### src/mcs_pkg.sv
// ============================================================================
// mcs_pkg
// Types, constants and tables shared by the chord strummer block.
// ============================================================================
package mcs_pkg;

   // queue and timing constants
   localparam int QUEUE_DEPTH   = 16;
   localparam int SAMPLE_HZ     = 44100;
   localparam int MS_PER_SEC    = 1000;
   localparam int FILL_W        = $clog2(QUEUE_DEPTH + 1);
   localparam int MAX_RESULTS   = 16;
   localparam int ROOM_W        = 5;
   localparam int DELAY_W       = 15;
   localparam int DELAY_MAX     = 32767;
   localparam int STRUM_ENTRIES = 128;

   // configuration port
   localparam int CSR_INDEX_W = 2;
   localparam int CSR_DATA_W  = 7;
   localparam logic [CSR_INDEX_W-1:0] CSR_CHORD_KIND  = 2'd0;
   localparam logic [CSR_INDEX_W-1:0] CSR_STRUM_MS    = 2'd1;
   localparam logic [CSR_INDEX_W-1:0] CSR_STRUM_DOWN  = 2'd2;

   // chord kinds
   localparam logic [2:0] KIND_BARE  = 3'd0;
   localparam logic [2:0] KIND_MAJ   = 3'd1;
   localparam logic [2:0] KIND_MIN   = 3'd2;
   localparam logic [2:0] KIND_FIFTH = 3'd3;
   localparam logic [2:0] KIND_OCT   = 3'd4;

   // midi codes
   localparam logic [3:0] NOTE_ON_HI  = 4'h9;
   localparam logic [3:0] NOTE_OFF_HI = 4'h8;
   localparam logic [8:0] NOTE_MAX    = 9'd127;
   localparam logic [1:0] LEN_NOTE    = 2'd3;
   localparam logic       FUNC_MSG    = 1'b0;
   localparam logic       FUNC_TICK   = 1'b1;

   // one pending queue entry
   typedef struct packed {
      logic [7:0]         st;
      logic [7:0]         nt;
      logic [7:0]         vel;
      logic signed [15:0] delay;
   } entry_type;

   // one result beat payload
   typedef struct packed {
      logic [7:0] st;
      logic [7:0] d1;
      logic [7:0] d2;
      logic [1:0] len;
   } result_type;

   // command broadcast along the cell chain
   typedef struct packed {
      logic      shift;
      logic      insert;
      logic      push;
      entry_type ins;
   } chain_cmd_type;

   typedef enum logic [1:0] {
      ST_IDLE,
      ST_MSG,
      ST_TICK,
      ST_FLUSH
   } state_type;

   // strum delay in samples for each millisecond setting
   typedef logic [DELAY_W-1:0] strum_table_type [STRUM_ENTRIES];

   function automatic strum_table_type build_strum_table();
      strum_table_type t;
      int unsigned     v;
      for (int i = 0; i < STRUM_ENTRIES; i++) begin
         v = (i * SAMPLE_HZ) / MS_PER_SEC;
         if (v > DELAY_MAX) v = DELAY_MAX;
         t[i] = DELAY_W'(v);
      end
      return t;
   endfunction

   localparam strum_table_type STRUM_TABLE = build_strum_table();

   // number of chord notes
   function automatic logic [1:0] chord_size(input logic [2:0] kind);
      logic [1:0] n;
      case (kind)
         KIND_MAJ, KIND_MIN:  n = 2'd3;
         KIND_FIFTH, KIND_OCT: n = 2'd2;
         default:             n = 2'd1;
      endcase
      return n;
   endfunction

   // semitone offset of chord note idx
   function automatic logic [3:0] chord_interval(input logic [2:0] kind,
                                                 input logic [1:0] idx);
      logic [3:0] iv;
      iv = 4'd0;
      case (kind)
         KIND_MAJ:   iv = (idx == 2'd1) ? 4'd4 : ((idx == 2'd2) ? 4'd7 : 4'd0);
         KIND_MIN:   iv = (idx == 2'd1) ? 4'd3 : ((idx == 2'd2) ? 4'd7 : 4'd0);
         KIND_FIFTH: iv = (idx == 2'd1) ? 4'd7 : 4'd0;
         KIND_OCT:   iv = (idx == 2'd1) ? 4'd12 : 4'd0;
         default:    iv = 4'd0;
      endcase
      return iv;
   endfunction

endpackage

### src/mcs_req_if.sv
// ============================================================================
// mcs_req_if
// Input channel: midi message or tick beats.
// ============================================================================
interface mcs_req_if;
   logic        valid;
   logic        ready;
   logic        func;
   logic [1:0]  msg_len;
   logic [7:0]  status_byte;
   logic [7:0]  data_one;
   logic [7:0]  data_two;
   logic [12:0] tick_frames;
   logic [4:0]  output_room;

   modport source (output valid, func, msg_len, status_byte, data_one, data_two,
                   tick_frames, output_room, input ready);
   modport sink   (input valid, func, msg_len, status_byte, data_one, data_two,
                   tick_frames, output_room, output ready);
endinterface

### src/mcs_rsp_if.sv
// ============================================================================
// mcs_rsp_if
// Result channel: emitted midi messages.
// ============================================================================
interface mcs_rsp_if;
   logic       valid;
   logic       ready;
   logic [7:0] out_status;
   logic [7:0] out_data_one;
   logic [7:0] out_data_two;
   logic [1:0] out_len;
   logic       last_of_run;

   modport source (output valid, out_status, out_data_one, out_data_two, out_len,
                   last_of_run, input ready);
   modport sink   (input valid, out_status, out_data_one, out_data_two, out_len,
                   last_of_run, output ready);
endinterface

### src/mcs_csr_if.sv
// ============================================================================
// mcs_csr_if
// Configuration write channel.
// ============================================================================
interface mcs_csr_if;
   logic       valid;
   logic       ready;
   logic [1:0] index;
   logic [6:0] data;

   modport source (output valid, index, data, input ready);
   modport sink   (input valid, index, data, output ready);
endinterface

### src/midi_chord_strummer_unit.sv
// ============================================================================
// midi_chord_strummer_unit
// Chord generator with strum delay over a chain of pending queue cells.
//
//   channel   dir   handshake        payload
//   req_chan  in    valid / ready    func, msg_len, status_byte, data_one,
//                                    data_two, tick_frames, output_room
//   rsp_chan  out   valid / ready    out_status, out_data_one, out_data_two,
//                                    out_len, last_of_run
//   csr_chan  in    valid / ready    index, data (ready always high)
//
// One item at a time. A pass-through message goes from idle straight to the
// flush state; a note on or off takes one sequencer step per chord note, one
// to close the run and one to flush; a tick walks each filled cell (the
// head cell is examined once per cycle while the chain rotates and the output
// does not stall). A one-deep hold stage ahead of the output register marks
// the final result; a stalled output stops the sequencer at the next result.
// Synchronous reset empties the queue and restores the register defaults.
// ============================================================================
module midi_chord_strummer_unit
   import mcs_pkg::*;
(
   input  logic      clock,
   input  logic      reset,
   mcs_req_if.sink   req_chan,
   mcs_rsp_if.source rsp_chan,
   mcs_csr_if.sink   csr_chan
);

   chain_cmd_type cmd;
   logic          cell_valid [QUEUE_DEPTH+1];
   entry_type     cell_data  [QUEUE_DEPTH+1];

   mcs_ctrl u_ctrl (
      .clock (clock),
      .reset (reset),
      .req   (req_chan),
      .rsp   (rsp_chan),
      .csr   (csr_chan),
      .head  (cell_data[0]),
      .cmd   (cmd)
   );

   // end of chain is always empty
   assign cell_valid[QUEUE_DEPTH] = 1'b0;
   assign cell_data[QUEUE_DEPTH]  = '0;

   // row of queue cells, head at index zero
   for (genvar k = 0; k < QUEUE_DEPTH; k++) begin : g_cell
      logic prev_valid;
      if (k == 0) begin : g_head
         assign prev_valid = 1'b1;
      end else begin : g_body
         assign prev_valid = cell_valid[k-1];
      end

      mcs_cell u_cell (
         .clock      (clock),
         .reset      (reset),
         .cmd        (cmd),
         .prev_valid (prev_valid),
         .next_valid (cell_valid[k+1]),
         .next_data  (cell_data[k+1]),
         .valid      (cell_valid[k]),
         .data       (cell_data[k])
      );
   end

endmodule

### src/mcs_cell.sv
// ============================================================================
// mcs_cell
// One pending queue cell: holds an entry, shifts toward the head or takes
// a new entry when it is the first free cell or the tail slot of a shift.
// ============================================================================
module mcs_cell
   import mcs_pkg::*;
(
   input  logic          clock,
   input  logic          reset,
   input  chain_cmd_type cmd,
   input  logic          prev_valid,
   input  logic          next_valid,
   input  entry_type     next_data,
   output logic          valid,
   output entry_type     data
);

   logic      valid_ff, valid_in;
   entry_type data_ff, data_in;

   // next cell contents
   always_comb begin
      valid_in = valid_ff;
      data_in  = data_ff;
      if (cmd.shift) begin
         if (next_valid) begin
            valid_in = 1'b1;
            data_in  = next_data;
         end else begin
            // last occupied cell becomes the tail slot
            valid_in = valid_ff && cmd.insert;
            data_in  = cmd.ins;
         end
      end else if (cmd.push && !valid_ff && prev_valid) begin
         valid_in = 1'b1;
         data_in  = cmd.ins;
      end
   end

   always_ff @(posedge clock) begin
      if (reset) begin
         valid_ff <= 1'b0;
      end else begin
         valid_ff <= valid_in;
      end
      data_ff <= data_in;
   end

   assign valid = valid_ff;
   assign data  = data_ff;

endmodule

### src/mcs_ctrl.sv
// ============================================================================
// mcs_ctrl
// Sequencer: configuration registers, chord expansion, tick walk over the
// cell chain, result hold stage and output register.
// ============================================================================
module mcs_ctrl
   import mcs_pkg::*;
(
   input  logic          clock,
   input  logic          reset,
   mcs_req_if.sink       req,
   mcs_rsp_if.source     rsp,
   mcs_csr_if.sink       csr,
   input  entry_type     head,
   output chain_cmd_type cmd
);

   state_type state_ff, state_in;

   logic [2:0]  kind_ff, kind_in;
   logic [6:0]  strum_ms_ff, strum_ms_in;
   logic        down_ff, down_in;

   logic [7:0]  st_ff, st_in;
   logic [7:0]  d1_ff, d1_in;
   logic [7:0]  d2_ff, d2_in;
   logic [12:0] frames_ff, frames_in;
   logic [ROOM_W-1:0] room_ff, room_in;
   logic [ROOM_W-1:0] count_ff, count_in;
   logic [1:0]  step_ff, step_in;
   logic [1:0]  num_ff, num_in;
   logic [DELAY_W-1:0] strum_ff, strum_in;
   logic [FILL_W-1:0]  walk_ff, walk_in;
   logic [FILL_W-1:0]  fill_ff, fill_in;

   result_type  held_ff, held_in;
   logic        held_v_ff, held_v_in;
   result_type  rsp_data_ff, rsp_data_in;
   logic        rsp_last_ff, rsp_last_in;
   logic        rsp_v_ff, rsp_v_in;

   logic        out_free, can_gen, gen;
   result_type  gen_data;
   logic [ROOM_W-1:0] room_cap;
   logic        is_note;

   // message step datapath
   logic [1:0]  idx;
   logic [8:0]  note;
   logic [16:0] delay_raw;
   logic [DELAY_W-1:0] delay_sat;

   // tick datapath
   logic signed [16:0] diff;
   logic signed [15:0] w_sat;
   localparam logic signed [16:0] SAT_LOW = -17'sd32768;

   assign csr.ready   = 1'b1;
   assign req.ready   = (state_ff == ST_IDLE);
   assign out_free    = !rsp_v_ff || rsp.ready;
   assign can_gen     = !held_v_ff || out_free;
   assign room_cap    = (req.output_room > ROOM_W'(MAX_RESULTS)) ?
                        ROOM_W'(MAX_RESULTS) : req.output_room;
   assign is_note     = (req.status_byte[7:4] inside {NOTE_ON_HI, NOTE_OFF_HI}) &&
                        (req.msg_len == LEN_NOTE);

   // chord note of the current step
   assign idx       = down_ff ? (num_ff - 2'd1 - step_ff) : step_ff;
   assign note      = {1'b0, d1_ff} + {5'd0, chord_interval(kind_ff, idx)};
   assign delay_raw = (step_ff == 2'd0) ? 17'd0 :
                      ((step_ff == 2'd1) ? {2'd0, strum_ff} : {1'b0, strum_ff, 1'b0});
   assign delay_sat = (delay_raw > 17'(DELAY_MAX)) ? DELAY_W'(DELAY_MAX)
                                                    : delay_raw[DELAY_W-1:0];

   // saturating countdown of the head entry
   assign diff  = {head.delay[15], head.delay} - $signed({4'd0, frames_ff});
   assign w_sat = (diff < SAT_LOW) ? SAT_LOW[15:0] : diff[15:0];

   // next state and datapath control
   always_comb begin
      state_in    = state_ff;
      kind_in     = kind_ff;
      strum_ms_in = strum_ms_ff;
      down_in     = down_ff;
      st_in       = st_ff;
      d1_in       = d1_ff;
      d2_in       = d2_ff;
      frames_in   = frames_ff;
      room_in     = room_ff;
      count_in    = count_ff;
      step_in     = step_ff;
      num_in      = num_ff;
      strum_in    = strum_ff;
      walk_in     = walk_ff;
      fill_in     = fill_ff;
      held_in     = held_ff;
      held_v_in   = held_v_ff;
      rsp_data_in = rsp_data_ff;
      rsp_last_in = rsp_last_ff;
      rsp_v_in    = rsp_v_ff;
      gen         = 1'b0;
      gen_data    = '0;
      cmd         = '0;

      // configuration beat
      if (csr.valid) begin
         case (csr.index)
            CSR_CHORD_KIND: kind_in     = csr.data[2:0];
            CSR_STRUM_MS:   strum_ms_in = csr.data;
            CSR_STRUM_DOWN: down_in     = csr.data[0];
            default:        ;
         endcase
      end

      // output register drains
      if (rsp.ready) rsp_v_in = 1'b0;

      case (state_ff)
         ST_IDLE: begin
            if (req.valid) begin
               st_in     = req.status_byte;
               d1_in     = req.data_one;
               d2_in     = req.data_two;
               frames_in = req.tick_frames;
               room_in   = room_cap;
               count_in  = '0;
               step_in   = 2'd0;
               num_in    = chord_size(kind_ff);
               strum_in  = STRUM_TABLE[strum_ms_ff];
               walk_in   = fill_ff;
               if (room_cap == '0) begin
                  state_in = ST_IDLE;
               end else if (req.func == FUNC_TICK) begin
                  if (fill_ff != '0) state_in = ST_TICK;
               end else if (req.msg_len == 2'd0) begin
                  state_in = ST_IDLE;
               end else if (!is_note) begin
                  held_in.st  = req.status_byte;
                  held_in.d1  = (req.msg_len > 2'd1) ? req.data_one : 8'd0;
                  held_in.d2  = (req.msg_len > 2'd2) ? req.data_two : 8'd0;
                  held_in.len = req.msg_len;
                  held_v_in   = 1'b1;
                  state_in    = ST_FLUSH;
               end else if (kind_ff == KIND_BARE) begin
                  held_in   = '{st: req.status_byte, d1: req.data_one,
                                d2: req.data_two, len: LEN_NOTE};
                  held_v_in = 1'b1;
                  state_in  = ST_FLUSH;
               end else begin
                  state_in = ST_MSG;
               end
            end
         end

         // one chord note per cycle unless the output stalls
         ST_MSG: begin
            if (step_ff == num_ff || count_ff == room_ff) begin
               state_in = ST_FLUSH;
            end else if (note > NOTE_MAX) begin
               step_in = step_ff + 2'd1;
            end else if (delay_sat == '0) begin
               if (can_gen) begin
                  gen      = 1'b1;
                  gen_data = '{st: st_ff, d1: note[7:0], d2: d2_ff, len: LEN_NOTE};
                  count_in = count_ff + ROOM_W'(1);
                  step_in  = step_ff + 2'd1;
               end
            end else begin
               if (fill_ff < FILL_W'(QUEUE_DEPTH)) begin
                  cmd.push = 1'b1;
                  cmd.ins  = '{st: st_ff, nt: note[7:0], vel: d2_ff,
                               delay: $signed({1'b0, delay_sat})};
                  fill_in  = fill_ff + FILL_W'(1);
               end
               step_in = step_ff + 2'd1;
            end
         end

         // walk the queue once, head entry per cycle unless the output stalls
         ST_TICK: begin
            if (walk_ff == '0) begin
               state_in = ST_FLUSH;
            end else if ((w_sat <= 16'sd0) && (count_ff < room_ff)) begin
               if (can_gen) begin
                  gen       = 1'b1;
                  gen_data  = '{st: head.st, d1: head.nt, d2: head.vel, len: LEN_NOTE};
                  cmd.shift = 1'b1;
                  count_in  = count_ff + ROOM_W'(1);
                  fill_in   = fill_ff - FILL_W'(1);
                  walk_in   = walk_ff - FILL_W'(1);
               end
            end else begin
               cmd.shift  = 1'b1;
               cmd.insert = 1'b1;
               cmd.ins    = '{st: head.st, nt: head.nt, vel: head.vel, delay: w_sat};
               walk_in    = walk_ff - FILL_W'(1);
            end
         end

         // last result goes out marked
         ST_FLUSH: begin
            if (!held_v_ff) begin
               state_in = ST_IDLE;
            end else if (out_free) begin
               rsp_v_in    = 1'b1;
               rsp_data_in = held_ff;
               rsp_last_in = 1'b1;
               held_v_in   = 1'b0;
               state_in    = ST_IDLE;
            end
         end

         default: state_in = ST_IDLE;
      endcase

      // new result pushes the held one out
      if (gen) begin
         if (held_v_ff) begin
            rsp_v_in    = 1'b1;
            rsp_data_in = held_ff;
            rsp_last_in = 1'b0;
         end
         held_in   = gen_data;
         held_v_in = 1'b1;
      end
   end

   always_ff @(posedge clock) begin
      if (reset) begin
         state_ff    <= ST_IDLE;
         kind_ff     <= KIND_MAJ;
         strum_ms_ff <= '0;
         down_ff     <= 1'b0;
         fill_ff     <= '0;
         held_v_ff   <= 1'b0;
         rsp_v_ff    <= 1'b0;
         count_ff    <= '0;
         step_ff     <= '0;
         walk_ff     <= '0;
      end else begin
         state_ff    <= state_in;
         kind_ff     <= kind_in;
         strum_ms_ff <= strum_ms_in;
         down_ff     <= down_in;
         fill_ff     <= fill_in;
         held_v_ff   <= held_v_in;
         rsp_v_ff    <= rsp_v_in;
         count_ff    <= count_in;
         step_ff     <= step_in;
         walk_ff     <= walk_in;
      end
      st_ff       <= st_in;
      d1_ff       <= d1_in;
      d2_ff       <= d2_in;
      frames_ff   <= frames_in;
      room_ff     <= room_in;
      num_ff      <= num_in;
      strum_ff    <= strum_in;
      held_ff     <= held_in;
      rsp_data_ff <= rsp_data_in;
      rsp_last_ff <= rsp_last_in;
   end

   assign rsp.valid        = rsp_v_ff;
   assign rsp.out_status   = rsp_data_ff.st;
   assign rsp.out_data_one = rsp_data_ff.d1;
   assign rsp.out_data_two = rsp_data_ff.d2;
   assign rsp.out_len      = rsp_data_ff.len;
   assign rsp.last_of_run  = rsp_last_ff;

endmodule
### src/flat_wrapper.sv
// flat-port wrapper written by rule: the top's interface ports become plain ports
module midi_chord_strummer_unit_flat import mcs_pkg::*;
  (clock, reset, req_chan_valid, req_chan_func, req_chan_msg_len, req_chan_status_byte, req_chan_data_one, req_chan_data_two, req_chan_tick_frames, req_chan_output_room, req_chan_ready, rsp_chan_valid, rsp_chan_out_status, rsp_chan_out_data_one, rsp_chan_out_data_two, rsp_chan_out_len, rsp_chan_last_of_run, rsp_chan_ready, csr_chan_valid, csr_chan_index, csr_chan_data, csr_chan_ready);
  mcs_req_if req_chan_i ();
  mcs_rsp_if rsp_chan_i ();
  mcs_csr_if csr_chan_i ();
  input  logic clock;
  input  logic reset;
  input wire logic [$bits(req_chan_i.valid)-1:0] req_chan_valid;
  input wire logic [$bits(req_chan_i.func)-1:0] req_chan_func;
  input wire logic [$bits(req_chan_i.msg_len)-1:0] req_chan_msg_len;
  input wire logic [$bits(req_chan_i.status_byte)-1:0] req_chan_status_byte;
  input wire logic [$bits(req_chan_i.data_one)-1:0] req_chan_data_one;
  input wire logic [$bits(req_chan_i.data_two)-1:0] req_chan_data_two;
  input wire logic [$bits(req_chan_i.tick_frames)-1:0] req_chan_tick_frames;
  input wire logic [$bits(req_chan_i.output_room)-1:0] req_chan_output_room;
  output wire logic [$bits(req_chan_i.ready)-1:0] req_chan_ready;
  output wire logic [$bits(rsp_chan_i.valid)-1:0] rsp_chan_valid;
  output wire logic [$bits(rsp_chan_i.out_status)-1:0] rsp_chan_out_status;
  output wire logic [$bits(rsp_chan_i.out_data_one)-1:0] rsp_chan_out_data_one;
  output wire logic [$bits(rsp_chan_i.out_data_two)-1:0] rsp_chan_out_data_two;
  output wire logic [$bits(rsp_chan_i.out_len)-1:0] rsp_chan_out_len;
  output wire logic [$bits(rsp_chan_i.last_of_run)-1:0] rsp_chan_last_of_run;
  input wire logic [$bits(rsp_chan_i.ready)-1:0] rsp_chan_ready;
  input wire logic [$bits(csr_chan_i.valid)-1:0] csr_chan_valid;
  input wire logic [$bits(csr_chan_i.index)-1:0] csr_chan_index;
  input wire logic [$bits(csr_chan_i.data)-1:0] csr_chan_data;
  output wire logic [$bits(csr_chan_i.ready)-1:0] csr_chan_ready;
  assign req_chan_i.valid = req_chan_valid;
  assign req_chan_i.func = req_chan_func;
  assign req_chan_i.msg_len = req_chan_msg_len;
  assign req_chan_i.status_byte = req_chan_status_byte;
  assign req_chan_i.data_one = req_chan_data_one;
  assign req_chan_i.data_two = req_chan_data_two;
  assign req_chan_i.tick_frames = req_chan_tick_frames;
  assign req_chan_i.output_room = req_chan_output_room;
  assign req_chan_ready = req_chan_i.ready;
  assign rsp_chan_valid = rsp_chan_i.valid;
  assign rsp_chan_out_status = rsp_chan_i.out_status;
  assign rsp_chan_out_data_one = rsp_chan_i.out_data_one;
  assign rsp_chan_out_data_two = rsp_chan_i.out_data_two;
  assign rsp_chan_out_len = rsp_chan_i.out_len;
  assign rsp_chan_last_of_run = rsp_chan_i.last_of_run;
  assign rsp_chan_i.ready = rsp_chan_ready;
  assign csr_chan_i.valid = csr_chan_valid;
  assign csr_chan_i.index = csr_chan_index;
  assign csr_chan_i.data = csr_chan_data;
  assign csr_chan_ready = csr_chan_i.ready;
  midi_chord_strummer_unit u_core (.clock(clock), .reset(reset), .req_chan(req_chan_i), .rsp_chan(rsp_chan_i), .csr_chan(csr_chan_i));
endmodule
### config.mk
export PLATFORM = sky130hd
export DESIGN_NAME = midi_chord_strummer_unit_flat
export DESIGN_NICKNAME = d
export VERILOG_FILES = /design/src/mcs_pkg.sv /design/src/mcs_req_if.sv /design/src/mcs_rsp_if.sv /design/src/mcs_csr_if.sv /design/src/midi_chord_strummer_unit.sv /design/src/mcs_cell.sv /design/src/mcs_ctrl.sv /design/src/flat_wrapper.sv
export SDC_FILE = /design/constraint.sdc
export NUM_CORES = 2
export LEC_CHECK = 0
export BUFFER_PORTS_ARGS = -buffer_cell sky130_fd_sc_hd__buf_4
export CAP_MARGIN = 20
export CORE_UTILIZATION = 40
export DETAILED_ROUTE_END_ITERATION = 10
export GPL_ROUTABILITY_DRIVEN = 0
export PLACE_DENSITY = 0.65
export SYNTH_ARGS = -nofsm -noshare
export SYNTH_HDL_FRONTEND = slang
export SYNTH_HIERARCHICAL = 1
export SYNTH_SLANG_ARGS = --single-unit
export TNS_END_PERCENT = 5
### constraint.sdc
create_clock -name clock -period 9.36 [get_ports clock]
set_input_delay 1.872 -clock clock [delete_from_list [all_inputs] [get_ports clock]]
set_output_delay 1.872 -clock clock [all_outputs]
set_load 0.02 [all_outputs]
==> out/metrics.csv <==
stage,metric,value,unit
sta,Sum Neg Setup Slack,0,ns
logic_synthesis,Syn Std Cell Area,39800,um^2
job,Max Cap Viol,0,
logic_synthesis,"Async S/R FF share, synth",0,%
sta,Setup WS post-layout,3.27,ns
worst_setup_path,Critical Path Fanout Max,37,
sta,RSZ-0062 raised after global routing,no,
logic_synthesis,simple-gate share of the synthesized area,4.71,%
clock_network,Root Driver,clkbuf_16,
route,drc violations,0,
die,Vert. Die Dim,317,um
worst_setup_path,"Slowest-stage cell, CP",o32ai_2,
global_route,initial antenna violation count,1,
cells_and_area,fill count,8471,
logic_synthesis,Yosys reg bits,798,
worst_setup_path,kind of critical path,reg -> reg,
logic_synthesis,Synth cell types,74,
sta,"Hold Vio Cnt, Final",0,
clock_network,cts hold-fix bufs,0,
worst_setup_path,Required @ worst endpoint,9.87,ns
sta,fmax,0.164,GHz
cells_and_area,Synth-to-Final Area Change,12.3,%
pwr,P_leak,0.0181,uW
sta,Slew Limit Headroom,-12.3,%
hold_path,min-delay worst type,reg -> reg,
logic_synthesis,share of the synthesized area in the top cell type,56.7,%
clock_network,Worst-path clk slew,0.06,ns
cells_and_area,share of post-route cells with drive strength above 1,36.1,%
sta,clock skew,0.0248,ns
cells_and_area,antenna fix cells,0,
place,dpl ws,3.21,ns
place,HPWL after detailed placement,49400,um
logic_synthesis,Post-synth EDFFs,750,
worst_setup_path,crit-path max cell delay,1.03,ns
logic_synthesis,Avg Inst Size Synth,16.2,um^2
clock_network,CTS tree,done,
clock_network,post_cts resized,0,
worst_setup_path,Bufs and invs on worst path,3,
logic_synthesis,Post-Synth Adder-Cell Area,1.50,%
worst_setup_path,Crit path max-delay family,compound AO/OA/AOI/OAI gates,
route,final wirelength,78500,um
sta,min Tclk post-route,6.09,ns
route,DRT antenna net count,0,
cells_and_area,"most common cell after layout, fill and taps aside",edfxtp_1,
global_route,first-pass GRT wire length,126000,um
worst_setup_path,crit path cell chain,"inv_1, ha_1, xnor2_1, nand2_1, xnor2_1, inv_1, ha_1, nand2_1, o21ai_0, a21oi_1, nor2_1, ha_1, fa_1, a21o_1, a21oi_1, nand4_1, a21boi_0, and3_1, buf_4, nand2_1, o32ai_2, mux2_4",
die,I/O pins,89,
logic_synthesis,mux cell area share after synthesis,25.0,%
route,DR vias,21100,
logic_synthesis,cell taking the most area after synthesis,edfxtp_1,
global_route,total gr overflow,0,
worst_setup_path,Crit. End Element,register,
clock_network,worst-skew pair later-pin latency,0.64,ns
global_route,vias in the first global route,22000,
pwr,Power Density,223,nW/um^2
logic_synthesis,Most used DFF post-synth,edfxtp_1,
sta,period utilization,65.0,%
pwr,VDD IR-drop max,164,uV
cells_and_area,Final #Nets,2704,
outcome,failing checks,max-slew violations,
sta,final setup fails,0,
clock_network,Clock Sinks,798,
route,WL per Instance,19.9,um
worst_setup_path,Critical Path Source Type,register,
logic_synthesis,post-synthesis sequential area ratio,59.1,%
logic_synthesis,Mapped Cells,2448,
die,FP Rows,115,
logic_synthesis,post-synthesis xor/xnor area fraction,0.529,%
logic_synthesis,compound-gate portion of the synthesized area,6.23,%
clock_network,# Post-CTS Setup Buffers,0,
global_route,total track usage,15.7,%
die,Chip Width,317,um
logic_synthesis,YS warnings,6,
clock_network,cts bufs inserted,81,
sta,Tightest Pin Transition,1.68,ns
global_route,largest net degree at the start of global routing,81,
outcome,status,"complete, but fails checks",
logic_synthesis,Synth area leaders,"edfxtp_1, mux2_4, dfxtp_1",
worst_setup_path,CP arrival,6.59,ns
die,core area,98400,um^2
route,drt first pass iters,6,
die,initial core utilization,40.4,%
sta,pins over their slew limit,41,
route,starting DRC count in detailed routing,1715,
clock_network,H-tree Lvls,3,
clock_network,Longest Clk Path Bufs,3,
die,Die Area,101000,um^2
place,PortBufs,87,
route,vias per cell,5.35,
cells_and_area,most frequent cells in the layout,"edfxtp_1, mux2_4, buf_4, nand2_1, nor2_1",
logic_synthesis,main combinational cell family by area after synthesis,multiplexers,
## worst min-delay path, cell delays in order, from the launching register on
cell	delay [ns]
dfxtp_1	0.32
nand2_1	0.06
a21oi_1	0.05
## path summary, 6_finish.rpt
check                                             start                                          to  slack [ns]  cells past startpoint
hold / removal    u_core/u_ctrl/walk_ff[1]$_SDFFE_PP0P_       u_core/u_ctrl/walk_ff[1]$_SDFFE_PP0P_        0.48                      2
hold reg to reg   u_core/u_ctrl/walk_ff[1]$_SDFFE_PP0P_       u_core/u_ctrl/walk_ff[1]$_SDFFE_PP0P_        0.48                      2
setup / recovery  u_core/u_ctrl/step_ff[0]$_SDFFE_PP0P_  u_core/g_cell[13].u_cell/data[5]$_DFFE_PP_        3.27                     22
setup reg to reg  u_core/u_ctrl/step_ff[0]$_SDFFE_PP0P_  u_core/g_cell[13].u_cell/data[5]$_DFFE_PP_        3.27                     22
## synthesized netlist by cell type, types with 19 or more instances
cell,instances
dfxtp_1,48
nand2_1,97
nor3_1,22
xnor2_1,19
nor2_1,96
and2_1,36
o21bai_1,21
mux2i_1,34
mux2_4,640
a22o_1,37
buf_6,64
nand3b_1,20
clkbuf_1,43
a21o_1,32
a221oi_1,20
inv_1,48
a21oi_1,81
o21ai_0,49
ha_1,43
edfxtp_1,750
## state kept, by name, indices dropped and copies added (netlist names), 8 cells and up, named ones only
register,cells
u_core/g_cell.u_cell/data,640
u_core/g_cell.u_cell/valid,16
u_core/u_ctrl/d1_ff,8
u_core/u_ctrl/d2_ff,8
u_core/u_ctrl/frames_ff,13
u_core/u_ctrl/held_ff,26
u_core/u_ctrl/st_ff,8
u_core/u_ctrl/strum_ff,13
## final cells by class
cell class	count	area, um^2	share of cell area, %
Sequential cell	798	23500	52.6
Multi-Input combinational cell	1519	15500	34.8
Clock buffer	102	2210	4.95
Tap cell	1287	1610	3.61
Timing Repair Buffer	149	1160	2.60
Clock inverter	47	455	1.02
Inverter	50	188	0.420
## power by group
| part | internal, uW | switching [uW] |
|---|---|---|
| clock | 1880 | 1360 |
| combinational | 573 | 1080 |
| sequential | 4800 | 242 |
## per-layer routing
metal | GRT usage, % | share of wire (%) | vias to the layer above
met3 | 2.48 | 4.3 | 149
met5 | 0 | 0 | -
met4 | 4.43 | 2.1 | 0
met1 | 19.8 | 43 | 10700
li1 | - | - | 9694
met2 | 27.6 | 50 | 590
## through the flow
stage | area, um^2 | total power, uW | cells | util, % | hold WS (ns)
CTS | 44500 | 10000 | 3944 | 45.3 | 0.470
global route | 44700 | 10400 | 3952 | 45.4 | 0.503
finish | 44700 | 9940 | 3952 | 45.4 | 0.475
global placement | 41900 | 6660 | 3791 | 42.5 | 0.459
detailed placement | 41900 | 6750 | 3795 | 42.6 | 0.462
floorplan | 39900 | 6180 | 2491 | - | 0.445
## cells by family after synthesis
kind of cell	after synthesis
simple gates	375
fa+ha+maj	46
buf+inv	174
other cells	3
flops	798
xor+xnor	24
mux	674
compound gates	354
(Power assumes the default switching activity.)
